===== src/rtl/bisc_pkg.sv =====
// Types and constants of the block image stream checker.
package bisc_pkg;

   localparam int BYTE_W     = 8;
   localparam int DIM_W      = 31;
   localparam int SIZE_W     = 32;
   localparam int COUNT_W    = 64;
   localparam int PROD_W     = 2 * DIM_W;
   localparam int STATUS_W   = 4;
   localparam int CSR_INDEX_W = 3;
   localparam int CSR_DATA_W = 16;

   // Configuration register indexes
   localparam logic [CSR_INDEX_W-1:0] CSR_MAGIC       = 3'd0;
   localparam logic [CSR_INDEX_W-1:0] CSR_HEADER_TYPE = 3'd1;
   localparam logic [CSR_INDEX_W-1:0] CSR_DATA_TYPE   = 3'd2;
   localparam logic [CSR_INDEX_W-1:0] CSR_GRAY        = 3'd3;
   localparam logic [CSR_INDEX_W-1:0] CSR_RGB         = 3'd4;

   // Verdict codes
   localparam logic [STATUS_W-1:0] ST_OK          = 4'd0;
   localparam logic [STATUS_W-1:0] ST_BAD_MAGIC   = 4'd1;
   localparam logic [STATUS_W-1:0] ST_TRUNCATED   = 4'd2;
   localparam logic [STATUS_W-1:0] ST_BAD_HEADER  = 4'd3;
   localparam logic [STATUS_W-1:0] ST_BAD_COLOUR  = 4'd4;
   localparam logic [STATUS_W-1:0] ST_NEG_DIM     = 4'd5;
   localparam logic [STATUS_W-1:0] ST_NON_DATA    = 4'd6;
   localparam logic [STATUS_W-1:0] ST_TOO_MANY    = 4'd7;
   localparam logic [STATUS_W-1:0] ST_TOO_FEW     = 4'd8;
   localparam logic [STATUS_W-1:0] ST_NEG_SIZE    = 4'd9;

   localparam logic [SIZE_W-1:0] HEADER_SIZE = 32'd9;

   typedef struct packed {
      logic [BYTE_W-1:0] byte_in;
      logic              last_byte;
   } req_word_type;

   typedef struct packed {
      logic                pixel_valid;
      logic [BYTE_W-1:0]   pixel_byte;
      logic                final_res;
      logic [STATUS_W-1:0] status;
      logic [DIM_W-1:0]    image_width;
      logic [DIM_W-1:0]    image_height;
      logic                is_rgb;
   } rsp_word_type;

   // Image geometry handed to the expected byte count unit
   typedef struct packed {
      logic [DIM_W-1:0] width;
      logic [DIM_W-1:0] height;
      logic             rgb;
   } dims_type;

endpackage


===== src/rtl/bisc_expect.sv =====
// Expected pixel byte count: width * height, times three for RGB, two register stages.
module bisc_expect (
   input  logic                               clock,
   input  bisc_pkg::dims_type                 dims,
   output logic [bisc_pkg::COUNT_W-1:0]       expected
);

   logic [bisc_pkg::PROD_W-1:0]  prod_ff;
   logic [bisc_pkg::PROD_W-1:0]  prod_in;
   logic                         rgb_ff;
   logic [bisc_pkg::COUNT_W-1:0] expected_ff;
   logic [bisc_pkg::COUNT_W-1:0] expected_in;

   // 31 x 31 unsigned, full 62-bit product
   assign prod_in = bisc_pkg::PROD_W'(dims.width) * bisc_pkg::PROD_W'(dims.height);

   // times three as p + 2p
   assign expected_in = rgb_ff
      ? ({2'b00, prod_ff} + {1'b0, prod_ff, 1'b0})
      : {2'b00, prod_ff};

   always_ff @(posedge clock) begin
      prod_ff     <= prod_in;
      rgb_ff      <= dims.rgb;
      expected_ff <= expected_in;
   end

   assign expected = expected_ff;

endmodule


===== config.mk =====
export PLATFORM = sky130hd
export DESIGN_NAME = bisc_expect
export DESIGN_NICKNAME = d
export VERILOG_FILES = /design/src/rtl/bisc_pkg.sv /design/src/rtl/bisc_expect.sv
export SDC_FILE = /design/constraint.sdc
export NUM_CORES = 2
export LEC_CHECK = 0
export BUFFER_PORTS_ARGS = -buffer_cell sky130_fd_sc_hd__buf_2
export CAP_MARGIN = 20
export CORE_UTILIZATION = 35
export CTS_CLUSTER_SIZE = 10
export DETAILED_ROUTE_END_ITERATION = 10
export GPL_TIMING_DRIVEN = 0
export HOLD_SLACK_MARGIN = 0.03
export MAX_ROUTING_LAYER = met4
export PLACE_DENSITY = 0.54
export SKIP_CTS_REPAIR_TIMING = 1
export SLEW_MARGIN = 20
export SYNTH_ARGS = -nofsm -noshare
export SYNTH_HDL_FRONTEND = slang
export SYNTH_SLANG_ARGS = --single-unit

===== constraint.sdc =====
create_clock -name clock -period 12.8 [get_ports clock]
set_input_delay 2.56 -clock clock [delete_from_list [all_inputs] [get_ports clock]]
set_output_delay 2.56 -clock clock [all_outputs]
set_load 0.02 [all_outputs]

==> impl_metrics.toml <==
[synthesis]
synthTopCellsByArea = "fa_1 43%, ha_1 10%, and2_1 8.3%"
synth_xor_area_share_pct = 2.45
synth_simple_gate_area_share_pct = 16.8
ys_types = 91
synth_ff_type = "dfxtp_1"
synth_seq_area_share_pct = 6.59
avgSynthCellArea_um2 = 9.06
netlist_area_mm2 = 0.0386
yosysMostFrequentCell = "fa_1"
synthArstFlopShare_pct = 0
synth_top_area_share_pct = 43.5
yosys_register_bits = 127
yosys.area.top_type = "fa_1"
synth-compound-area-share_pct = 8.41
synth_top_family_by_area = "adder cells"
synth-edff-count = 0
syn_nets = 5477
netlist_instances = 4257
ys_warn_count = 0
synthAdderAreaFrac_pct = 53.8
synth_common_cells = "838 x fa_1, 824 x inv_1, 546 x nand2_1"
yosys-mux-area-fraction_pct = 1.42

[global_route]
grt_pass1_wl_um = 211000
gr-total-overflow = 0
use_met3_pct = 7.14
met1_usage_pct = 35.6
antenna_found_initial = 26
grt_use_total_pct = 27.0
grt-busiest-layer = "met2"
grt_start_max_net_pins = 17
use_met2_pct = 40.3
grt_pass1_vias = 31519

[sta]
grt_setup_unrepaired = "no"
max_freq_mhz = 92.9
relSlewSlack_pct = 10.9
slew_violations = 0
setup_violations = 0
hold_violations = 0
fin_crit_ns = 10.77
worstMarginPinSlew_ns = 1.34
finalCritPeriodShare_pct = 84.1
fin_worst_skew_ns = 0.0200
hold_slack_ns = 0.392
tns_ns = 0

[cts]
numCtsBuffers = 17
clk_pin_slew_ns = 0.06
cts_root_buffer = "clkbuf_16"
clock_path_buffers = 2
h-tree-depth = 4
cts.sinks = 127
clock_latency_ns = 0.45
cts_tree = "done"

[floorplan]
core_mm2 = 0.109
die_area_mm2 = 0.112
die_w_um = 334
fp.dieH_um = 334
num_rows = 121
initial_core_util_pct = 35.4
io_pins = 128

[finish]
syn_to_final_growth_pct = 7.92
utilization_pct = 38.2
nets = 5623
num-fill-cells = 11343
drive_above_1_share_pct = 6.30

[drt]
post_drt_wl_per_cell_um = 25.0
detail_route.iter0.violations = 2578
postRouteAntennaNets = 0
wirelength_um = 146000
drc = 0
vias = 30288
via_per_inst = 5.18
drt_first_pass_iters = 5

[worst_setup_path]
critPathMaxFanout = 10
cpMostUsedCell = "fa_1"
ff2ff_setup_slack_ns = 9.21
crit_slowest_cell = "clkbuf_1"
crit_path_start_kind = "primary input"
cp-end-kind = "flop"
cpPeakStageDelay_ns = 1.00
cp_data_arrival_time_ns = 11.09
crit_required_ns = 13.12
critPathKind = "primary input to flop"

[placement]
portBuffers = 127
place_hpwl_um = 121000
gp_congestion = 1.04

[run]
maxCapViolations = 0

[outcome]
status = "finished, final reports clean"

[min_path]
hp-class = "flop to flop"
layout make-up:
cell class / count / area, um^2 / share of cell area (%)
flip-flops and latches: 127 / 2540 / 6.11
clock inverters: 13 / 154 / 0.370
clock buffers: 19 / 443 / 1.06
plain buffers: 252 / 991 / 2.38
multi-input cells: 3054 / 32000 / 76.8
well taps: 1414 / 1770 / 4.25
inverters: 824 / 3090 / 7.43
repair buffers: 127 / 636 / 1.53
diodes: 18 / 45.0 / 0.108
routing by layer:
layer,part of all wire [%],wire [um]
met3,9.8,14200
met5,0,0
met4,3.1,4570
met2,44,64400
met1,43,62800
logic make-up after synthesis:
logic type               count (synthesis)
AND/OR/NAND/NOR                       1278
adder cells (fa/ha/maj)               1156
buffers and inverters                 1076
AO/OA/AOI/OAI                          463
flip-flops                             127
XOR/XNOR                               108
multiplexers                            49
worst max-delay path, delay by kind of cell:
kind,cells,cell delay [ns]
adders and majority gates,9,4.63
AOI/OAI and AO/OA,7,1.84
buffers and inverters,6,1.59
and+or+nand+nor,2,0.29
xor gates and xnor gates,1,0.17
stage by stage:
step           area, um^2  std cells  worst slack, ns
2_1_floorplan       38600       4257             3.56
3_3_place_gp        41000       5798             1.61
3_5_place_dp        41000       5798             1.74
4_1_cts             41600       5830             2.21
5_1_grt             41600       5843             1.89
6_report            41600       5848             2.03
cells in the final DEF (no fill, tap or decap), types with 17 or more instances in the layout:
master	instances
a21o_1	99
a21oi_1	129
a31oi_1	18
and2_1	513
buf_2	143
clkbuf_1	224
clkbuf_16	17
dfxtp_1	127
diode_2	18
fa_1	838
ha_1	318
inv_1	824
mux2_2	46
nand2_1	546
nand3_1	32
nand4_1	28
nor2_1	65
nor3_1	18
o21ai_0	54
o21bai_1	20
xnor2_1	68
xor2_1	40
worst paths after layout:
| kind | from | end | cells past startpoint |
|---|---|---|---|
| worst max-delay path | dims[9] | prod_ff[53] | 25 |
| worst min-delay path | prod_ff[0] | expected[0] | 0 |
| worst min register to register | prod_ff[0] | expected[0] | 0 |
| worst max register to register | prod_ff[0] | expected[51] | 12 |
sequential cells by signal, summed over array words and instances (netlist names):
register / flops
expected: 64
rgb_ff: 1
prod_ff: 62
Power is left out: the tool's default activity adds up to more than one toggle a clock period on the data nets, which glitch-free logic cannot reach.
